File: src/hw/rtl/hfd_pkg.sv
`timescale 1ns / 1ps
`default_nettype none
package hfd_pkg;

  typedef enum logic [1:0] {
    KIND_DATA  = 2'd0,
    KIND_GOOD  = 2'd1,
    KIND_SHORT = 2'd2,
    KIND_BAD   = 2'd3
  } kind_t;

  localparam logic [7:0] LONG_ADDR_MASK_RST = 8'h80;

  typedef struct packed {
    kind_t       kind;
    logic [7:0]  data_byte;
    logic [7:0]  data_index;
    logic [7:0]  delimiter_byte;
    logic [39:0] address_value;
    logic        long_address;
    logic [7:0]  command_byte;
    logic [7:0]  payload_count;
  } result_t;

endpackage
`default_nettype wire

File: src/hw/rtl/hart_frame_deframer_core.sv
// A result is registered into out_r, or into the skid entry while out_r is stalled.
// Throughput: one byte per cycle while in_stall is low; the byte parse and XOR
// sit between the input handshake and a two-entry output register (main plus skid).
// in_stall rises only when both output entries are full.
// Reset (rst_n low, synchronous): waits for a delimiter, output empty,
// long_addr_mask = 0x80.
`timescale 1ns / 1ps
`default_nettype none
module hart_frame_deframer_core
  import hfd_pkg::*;
#(
  parameter int LONG_ADDR_BYTES = 5
) (
  input  wire logic        clk,
  input  wire logic        rst_n,
  input  wire logic        cfg_we,
  input  wire logic [7:0]  cfg_wdata,
  input  wire logic        in_valid,
  output logic             in_stall,
  input  wire logic [7:0]  in_rx_byte,
  input  wire logic        in_end_of_buffer,
  output logic             out_valid,
  input  wire logic        out_stall,
  output logic [1:0]       out_result_kind,
  output logic [7:0]       out_data_byte,
  output logic [7:0]       out_data_index,
  output logic [7:0]       out_delimiter_byte,
  output logic [39:0]      out_address_value,
  output logic             out_long_address,
  output logic [7:0]       out_command_byte,
  output logic [7:0]       out_payload_count
);

  localparam int AW = (LONG_ADDR_BYTES > 2) ? $clog2(LONG_ADDR_BYTES) : 1;
  localparam logic [AW-1:0] ADDR_LAST = AW'(LONG_ADDR_BYTES - 1);

  typedef enum logic [2:0] {
    PH_DELIM, PH_ADDR, PH_CMD, PH_COUNT, PH_DATA, PH_CHECK, PH_SKIP
  } phase_t;

  logic [7:0]    mask_r;
  phase_t        phase_r, phase_nxt;
  logic [AW-1:0] addr_seen_r, addr_seen_nxt;
  logic [7:0]    data_seen_r, data_seen_nxt;
  logic [7:0]    xor_r, xor_nxt;
  logic [7:0]    delim_r, delim_nxt;
  logic [39:0]   addr_r, addr_nxt;
  logic [7:0]    cmd_r, cmd_nxt;
  logic [7:0]    count_r, count_nxt;

  result_t out_r, skid_r, res;
  logic    out_valid_r, skid_valid_r;
  logic    res_valid, acc, take, is_long;

  assign acc      = in_valid && !skid_valid_r;
  assign in_stall = skid_valid_r;
  assign take     = out_valid_r && !out_stall;

  always_comb begin
    phase_nxt     = phase_r;
    addr_seen_nxt = addr_seen_r;
    data_seen_nxt = data_seen_r;
    xor_nxt       = xor_r;
    delim_nxt     = delim_r;
    addr_nxt      = addr_r;
    cmd_nxt       = cmd_r;
    count_nxt     = count_r;
    res_valid     = 1'b0;
    res.kind      = KIND_SHORT;
    res.data_byte = 8'd0;
    res.data_index = 8'd0;
    unique case (phase_r)
      PH_DELIM: begin
        delim_nxt     = in_rx_byte;
        addr_nxt      = 40'd0;
        cmd_nxt       = 8'd0;
        count_nxt     = 8'd0;
        addr_seen_nxt = '0;
        data_seen_nxt = 8'd0;
        xor_nxt       = in_rx_byte;
        phase_nxt     = PH_ADDR;
      end
      PH_ADDR: begin
        addr_nxt = {addr_r[31:0], in_rx_byte};
        xor_nxt  = xor_r ^ in_rx_byte;
        if (!((delim_r & mask_r) != 8'd0) || addr_seen_r == ADDR_LAST) begin
          addr_seen_nxt = '0;
          phase_nxt     = PH_CMD;
        end else begin
          addr_seen_nxt = addr_seen_r + AW'(1);
        end
      end
      PH_CMD: begin
        cmd_nxt   = in_rx_byte;
        xor_nxt   = xor_r ^ in_rx_byte;
        phase_nxt = PH_COUNT;
      end
      PH_COUNT: begin
        count_nxt     = in_rx_byte;
        xor_nxt       = xor_r ^ in_rx_byte;
        data_seen_nxt = 8'd0;
        phase_nxt     = (in_rx_byte != 8'd0) ? PH_DATA : PH_CHECK;
      end
      PH_DATA: begin
        xor_nxt       = xor_r ^ in_rx_byte;
        data_seen_nxt = data_seen_r + 8'd1;
        if (data_seen_nxt == count_r) begin
          phase_nxt = PH_CHECK;
        end
        if (!in_end_of_buffer) begin
          res_valid      = 1'b1;
          res.kind       = KIND_DATA;
          res.data_byte  = in_rx_byte;
          res.data_index = data_seen_r;
        end
      end
      PH_CHECK: begin
        res_valid = 1'b1;
        res.kind  = (in_rx_byte == xor_r) ? KIND_GOOD : KIND_BAD;
        phase_nxt = in_end_of_buffer ? PH_DELIM : PH_SKIP;
      end
      PH_SKIP: begin
        if (in_end_of_buffer) begin
          phase_nxt = PH_DELIM;
        end
      end
      default: begin
        phase_nxt = PH_DELIM;
      end
    endcase
    // buffer ended before the checksum
    if (in_end_of_buffer && phase_r != PH_CHECK && phase_r != PH_SKIP) begin
      res_valid = 1'b1;
      res.kind  = KIND_SHORT;
      res.data_byte  = 8'd0;
      res.data_index = 8'd0;
      phase_nxt = PH_DELIM;
    end
    is_long            = (delim_nxt & mask_r) != 8'd0;
    res.delimiter_byte = delim_nxt;
    res.address_value  = addr_nxt;
    res.long_address   = is_long;
    res.command_byte   = cmd_nxt;
    res.payload_count  = count_nxt;
  end

  always_ff @(posedge clk) begin
    if (!rst_n) begin
      mask_r       <= LONG_ADDR_MASK_RST;
      phase_r      <= PH_DELIM;
      addr_seen_r  <= '0;
      data_seen_r  <= 8'd0;
      xor_r        <= 8'd0;
      delim_r      <= 8'd0;
      addr_r       <= 40'd0;
      cmd_r        <= 8'd0;
      count_r      <= 8'd0;
      out_valid_r  <= 1'b0;
      skid_valid_r <= 1'b0;
    end else begin
      if (cfg_we) begin
        mask_r <= cfg_wdata;
      end
      if (acc) begin
        phase_r     <= phase_nxt;
        addr_seen_r <= addr_seen_nxt;
        data_seen_r <= data_seen_nxt;
        xor_r       <= xor_nxt;
        delim_r     <= delim_nxt;
        addr_r      <= addr_nxt;
        cmd_r       <= cmd_nxt;
        count_r     <= count_nxt;
      end
      if (skid_valid_r) begin
        if (take) begin
          out_r        <= skid_r;
          skid_valid_r <= 1'b0;
        end
      end else if (acc && res_valid) begin
        if (!out_valid_r || take) begin
          out_r       <= res;
          out_valid_r <= 1'b1;
        end else begin
          skid_r       <= res;
          skid_valid_r <= 1'b1;
        end
      end else if (take) begin
        out_valid_r <= 1'b0;
      end
    end
  end

  assign out_valid          = out_valid_r;
  assign out_result_kind    = out_r.kind;
  assign out_data_byte      = out_r.data_byte;
  assign out_data_index     = out_r.data_index;
  assign out_delimiter_byte = out_r.delimiter_byte;
  assign out_address_value  = out_r.address_value;
  assign out_long_address   = out_r.long_address;
  assign out_command_byte   = out_r.command_byte;
  assign out_payload_count  = out_r.payload_count;

  a_skid_needs_out: assert property (@(posedge clk) disable iff (!rst_n)
    skid_valid_r |-> out_valid_r)
    else $error("skid entry held while output register empty");

  a_data_has_count: assert property (@(posedge clk) disable iff (!rst_n)
    phase_r == PH_DATA |-> count_r != 8'd0 && data_seen_r != count_r)
    else $error("data phase with exhausted byte count");

  a_stalled_result_kept: assert property (@(posedge clk) disable iff (!rst_n)
    out_valid_r && out_stall |=> out_valid_r)
    else $error("stalled result dropped");

endmodule
`default_nettype wire
File: config.mk
export PLATFORM = sky130hd
export DESIGN_NAME = hart_frame_deframer_core
export DESIGN_NICKNAME = d
export VERILOG_FILES = /design/src/hw/rtl/hfd_pkg.sv /design/src/hw/rtl/hart_frame_deframer_core.sv
export SDC_FILE = /design/constraint.sdc
export NUM_CORES = 1
export LEC_CHECK = 0
export BUFFER_PORTS_ARGS = -buffer_cell sky130_fd_sc_hd__buf_4
export CORE_ASPECT_RATIO = 0.6
export CORE_MARGIN = 5
export CORE_UTILIZATION = 53
export DETAILED_ROUTE_END_ITERATION = 10
export GPL_TIMING_DRIVEN = 0
export PLACE_DENSITY = 0.85
export SYNTH_ARGS = -nofsm -noshare
export SYNTH_HDL_FRONTEND = slang
export SYNTH_SLANG_ARGS = --single-unit
export TNS_END_PERCENT = 1
File: constraint.sdc
create_clock -name clk -period 7.2 [get_ports clk]
set_clock_uncertainty 0.1 [all_clocks]
set_input_delay 1.44 -clock clk [delete_from_list [all_inputs] [get_ports clk]]
set_output_delay 1.44 -clock clk [all_outputs]
set_load 0.01 [all_outputs]
## Word-level counts from Yosys, hierarchy flattened

Cells that the tools add are included.

| word-level totals | value |
|---|---|
| word-level logic and storage cells | 114 |
| output and inout port bits | 85 |
| input bits | 22 |
| flip-flop bits (word level) | 262 |

| cells by class | value |
|---|---|
| equal/unequal tests | 16 |
| mux-type cells | 34 |
| add/subtract/negate cells | 2 |
| bitwise logic cells | 5 |
| reduce and logical (&&, ||, !) cells | 30 |

Operator list:

| operator | number |
|---|---|
| $mux W83 | 4 |
| $pmux W40 S2 | 1 |
| $pmux W8 S2 | 4 |
| $mux W18 | 2 |
| $reduce_bool A8 Y1 | 3 |
| $pmux W3 S7 | 1 |
| $mux W3 | 6 |
| $and A8 B8 Y8 | 2 |
| $eq A8 B8 Y1 | 2 |
| $mux W16 | 1 |
| $ne A3 B3 Y1 const B | 5 |
| $eq A3 B3 Y1 const B | 4 |
| $reduce_and A4 Y1 | 3 |
| $reduce_bool A2 Y1 | 6 |
| $mux W1 | 10 |
| $add A8 B1 Y8 const B | 1 |
| $mux W8 | 1 |
| $xor A8 B8 Y8 | 1 |
| $eq A3 B2 Y1 const B | 2 |
| $pmux W3 S2 | 1 |
| $reduce_and A2 Y1 | 3 |
| $logic_and A1 B1 Y1 | 5 |
| $logic_not A1 Y1 | 4 |
| $ne A2 B1 Y1 const B | 2 |
| 11 further kinds | 13 |

## Longest topological paths before layout

| logic depth | value |
|---|---|
| depth after elaboration | 7 |
| gate-level depth with buffers | 8 |
| mapped depth without buffers | 7 |

## Worst setup path before layout

OpenSTA, ideal clock, no wires.

| timing path | value |
|---|---|
| path kind | in2reg |
| start point | input port in_valid |
| end point | register out_r, in the netlist out_address_value[0], enable pin |
| arrival | 6.249 ns |
| library setup time | 0.552 ns |
| slack | 0.299 ns |
| cell stages on the path | 6 |
| buffers on the path | 1 |
| path through | nor2b_1 clkbuf_1 nand2_1 nor2_1 a31oi_1 a21oi_1 |

| on the way | value |
|---|---|
| word-level cells in the longest chain between the ends | 4 |

RTL lines:

| item | line | text |
|---|---|---|
| start: declaration | hart_frame_deframer_core.sv:18 | `input wire logic in_valid,` |
| $logic_and A1 B1 Y1 | hart_frame_deframer_core.sv:55 | `assign acc = in_valid && !skid_valid_r;` |
| $logic_and A1 B1 Y1 | hart_frame_deframer_core.sv:179 | `end else if (acc && res_valid) begin` |
| $reduce_bool A2 Y1 (no line) | n/a |  |
| $reduce_and A4 Y1 (no line) | n/a |  |
| end signal: assignment | hart_frame_deframer_core.sv:176 | `out_r <= skid_r;` |
| end signal: assignment | hart_frame_deframer_core.sv:181 | `out_r <= res;` |
| end: declaration | hart_frame_deframer_core.sv:51 | `result_t out_r, skid_r, res;` |

Every way passes these cells.
A chain may end at the register's enable or synchronous reset.

## Worst setup path after layout

| timing path | value |
|---|---|
| start point | input port in_valid |
| end point | register skid_r[20] (netlist bit), enable pin |

| on the way | value |
|---|---|
| word-level cells in the longest chain between the ends | 3 |

RTL lines:

| item | line | text |
|---|---|---|
| $logic_and A1 B1 Y1 | hart_frame_deframer_core.sv:55 |  |
| $logic_and A1 B1 Y1 | hart_frame_deframer_core.sv:179 |  |
| $reduce_and A4 Y1 (no line) | n/a |  |
| end signal: assignment | hart_frame_deframer_core.sv:184 | `skid_r <= res;` |
| end: declaration | hart_frame_deframer_core.sv:51 |  |

Every way passes these cells.

==> run metrics <==
total number of clock tree sinks=262; effective utilization at floorplan=53.5%; Vias/cell=5.76; clock buffers created by TritonCTS=24; total number of nets in the final design=1,076; minimum clock period=3490 ps; crit path launch type=input pin; die width=197 microns; setup total negative slack=0 ps; Max Root-Sink Buffers=3; number of instances in the synthesized netlist=925; synthesized cell area=0.0112 sq mm; required time worst endpoint=7270 ps; largest vdd supply drop=0.000169 V; number of buffers inserted for hold repair after clock tree synthesis=0; Core Region=0.0209 sq mm; number of nets in the synthesized netlist=950; switching power share of the total=22.0%; proportion of netlist area held by the largest area contributor=44.7%; capturing point of the worst reg2reg path=out_data_index[7]; pins over their slew limit=0; number of global-route vias before repair=7,425; placement-stage worst setup slack=3300 ps; met3 demand-to-capacity share in global routing=6.39%; share of post-route cells with drive strength above 1=23.9%; maximum level of the CTS H-tree=1; Cell variety after synth=56; R2R Path Start=in_stall; hold slack final=382 ps; count of antenna diodes in the layout=0; data arrival time of the worst path=3550 ps; top register by number of flip-flops=skid_r; die area=0.0242 sq mm; final std cells w/o fill=1,348; run status=complete, no violations; wire length of the first global-routing pass=41.6 mm; hold crit path type=flop to flop; Global Route met2 Usage=30.0%; CP Max Fanout=66; Setup Fix Bufs, Post-CTS=0; hold path start=addr_r[35]; Area contributors post-synth=sky130_fd_sc_hd__edfxtp_1 (45%), sky130_fd_sc_hd__dfxtp_1 (17%), sky130_fd_sc_hd__mux2_2 (8.9%), sky130_fd_sc_hd__nand2_1 (5.1%), sky130_fd_sc_hd__a22o_1 (3.8%); global routing usage summed across all routing layers=21.7%; clock network fraction of total power=41.9%; worst reg2reg setup slack=3940 ps; flip-flop and latch area=0.00691 sq mm; DRT Wirelength=26.4 mm; proportion of power drawn by flip-flops and latches=51.3%; net load switching power=0.706 mW; number of routed nets with antenna violations=0; number of warnings printed during yosys synthesis=0; final-report hold violation count=0; # port buffers=96; unrepaired setup endpoints after global routing=no; Final Core Density=63.1%; number of DRC violations after detailed routing=0; DRC marker count from the first detailed-route iteration=1,065; total of fill cells in the finished design=1,568; Die Span Y=122 microns; design area=0.0132 sq mm; Setup Crit Path Kind=input pin to flop; site row count=41; met1 usage in global routing=34.3%; number of flip-flops under the largest register name=83; number of ports placed on the die boundary=107; Clock Root Buffer=sky130_fd_sc_hd__clkbuf_16; max-capacitance violation count=0; max_slew headroom=42.6%; sequential element share of the synthesized area=61.9%; combinational share of power=6.8%; Internal Pwr Total=2.50 mW; CTS tree=yes; Area growth, synth to finish=18.1%; number of synthesized flops with an enable pin=166; mean instance size in the synthesized netlist=12.1 sq um; count of final setup violators=0; async set-or-reset flop fraction in the synthesized netlist=0%; endpoint type of the worst setup path=flop; Peak Freq=287 MHz; flop and latch count out of synthesis=262; commonest register cell after synthesis=sky130_fd_sc_hd__edfxtp_1; number of gates resized after cts=0; worst min-delay path endpoint=addr_r[35]; area after detailed placement=0.0123 sq mm; detailed placement HPWL=18.2 mm; largest net degree at the start of global routing=67; vias after detailed routing=7,760; initial antenna violation count=0; commonest cells after routing, fill and taps aside=sky130_fd_sc_hd__edfxtp_1 (166), sky130_fd_sc_hd__nand2_1 (151), sky130_fd_sc_hd__buf_4 (103); post-route total power=3.20 mW; portion of the clock cycle consumed by the worst path in the final layout=48.4%; TritonRoute pass-1 iters=6; placer congestion estimate=0.920; Multi-input gate area=0.00389 sq mm; setup ws final=3710 ps; transition time of the tightest slew-check pin=861 ps; Worst-path clk slew=60 ps; DR WL/cell=19.6 microns; Most Used Layer, Global Route=met1; reg2reg path depth=7; area leader, netlist=sky130_fd_sc_hd__edfxtp_1; cell depth of the worst min-delay path=1; P per Cell Area=243 mW/mm^2; placed cell count=1,304; leakage power figure=5.01 nW; most common library cell in the layout ignoring fill and taps=sky130_fd_sc_hd__edfxtp_1; clock latency reported for the late side of the worst-skew pair=520 ps; aggregate global routing overflow=0
==> worst max path at each step <==
stage             start                     to  slack (ps)  cells after the start
6_report       in_valid             skid_r[20]        3710                      7
3_3_place_gp   in_valid  out_address_value[14]       -1980                      7
4_1_cts        in_valid   out_payload_count[1]        3850                      9
5_1_grt        in_valid       out_data_byte[0]        3650                      9
3_5_place_dp   in_valid       out_data_byte[1]        3300                      9
2_1_floorplan  in_valid   out_address_value[0]         300                      6
==> power by group through the flow <==
stage               Sequential, mW  Clock, mW  Combinational (mW)
finish                        1.64       1.34               0.218
global route                  1.65       1.43               0.235
CTS                           1.64       1.36               0.215
detailed placement            1.68          0               0.212
global placement              1.68          0               0.203
floorplan                     1.68          0               0.127
==> kinds of logic (layout without fill, tap and decap cells) <==
family | after synthesis | after routing | share of synthesized area, %
xor+xnor | 24 | 24 | 1.88
mux | 100 | 100 | 9.99
compound gates | 175 | 175 | 11.2
buf+inv | 86 | 230 | 3.36
flops | 262 | 262 | 61.9
simple gates | 275 | 275 | 11.4
fa+ha+maj | 3 | 3 | 0.336
==> cell type report <==
cell class              instances  area share, %
multi-input cells             577           29.5
clock inverters                11          0.902
plain buffers                  71           2.42
flip-flops and latches        262           52.4
clock buffers                  33           5.54
inverters                      15          0.427
well taps                     279           2.65
repair buffers                100           6.13
==> cells in the mapped netlist, types with 2 or more instances <==
master and n:
sky130_fd_sc_hd__a21boi_0 4, sky130_fd_sc_hd__a21boi_1 2, sky130_fd_sc_hd__a21oi_1 11, sky130_fd_sc_hd__a22o_1 48
sky130_fd_sc_hd__a22oi_1 11, sky130_fd_sc_hd__a31oi_1 4, sky130_fd_sc_hd__and2_1 24, sky130_fd_sc_hd__and3_1 2
sky130_fd_sc_hd__buf_1 2, sky130_fd_sc_hd__buf_2 6, sky130_fd_sc_hd__buf_4 7, sky130_fd_sc_hd__buf_6 2
sky130_fd_sc_hd__clkbuf_1 53, sky130_fd_sc_hd__dfxtp_1 96, sky130_fd_sc_hd__edfxtp_1 166, sky130_fd_sc_hd__ha_1 3
sky130_fd_sc_hd__inv_1 15, sky130_fd_sc_hd__mux2_1 3, sky130_fd_sc_hd__mux2_2 88, sky130_fd_sc_hd__mux2i_1 9
sky130_fd_sc_hd__nand2_1 151, sky130_fd_sc_hd__nand2b_1 2, sky130_fd_sc_hd__nand3_1 25, sky130_fd_sc_hd__nand4_1 2
sky130_fd_sc_hd__nor2_1 26, sky130_fd_sc_hd__nor2b_1 17, sky130_fd_sc_hd__nor3_1 4, sky130_fd_sc_hd__nor3b_1 5
sky130_fd_sc_hd__nor4_1 6, sky130_fd_sc_hd__o211a_1 16, sky130_fd_sc_hd__o211ai_1 5, sky130_fd_sc_hd__o21ai_0 62
sky130_fd_sc_hd__or2_2 2, sky130_fd_sc_hd__or3_1 2, sky130_fd_sc_hd__xnor2_1 3, sky130_fd_sc_hd__xor2_1 21
==> layer usage <==
layer  vias up  part of all wire (%)
met5         -                     0
met4         0                   1.5
met3        33                    11
met2       358                    41
met1      3769                    47
li1       3600                     -
==> worst max-delay path, stage by stage <==
cell and delay [ps]:
sky130_fd_sc_hd__buf_4 80, sky130_fd_sc_hd__nor2b_1 360, sky130_fd_sc_hd__clkbuf_1 450, sky130_fd_sc_hd__nand2_1 150, sky130_fd_sc_hd__nor2_1 240, sky130_fd_sc_hd__and3_4 430, sky130_fd_sc_hd__buf_16 330
No activity file was read; power rests on OpenSTA's default activity.
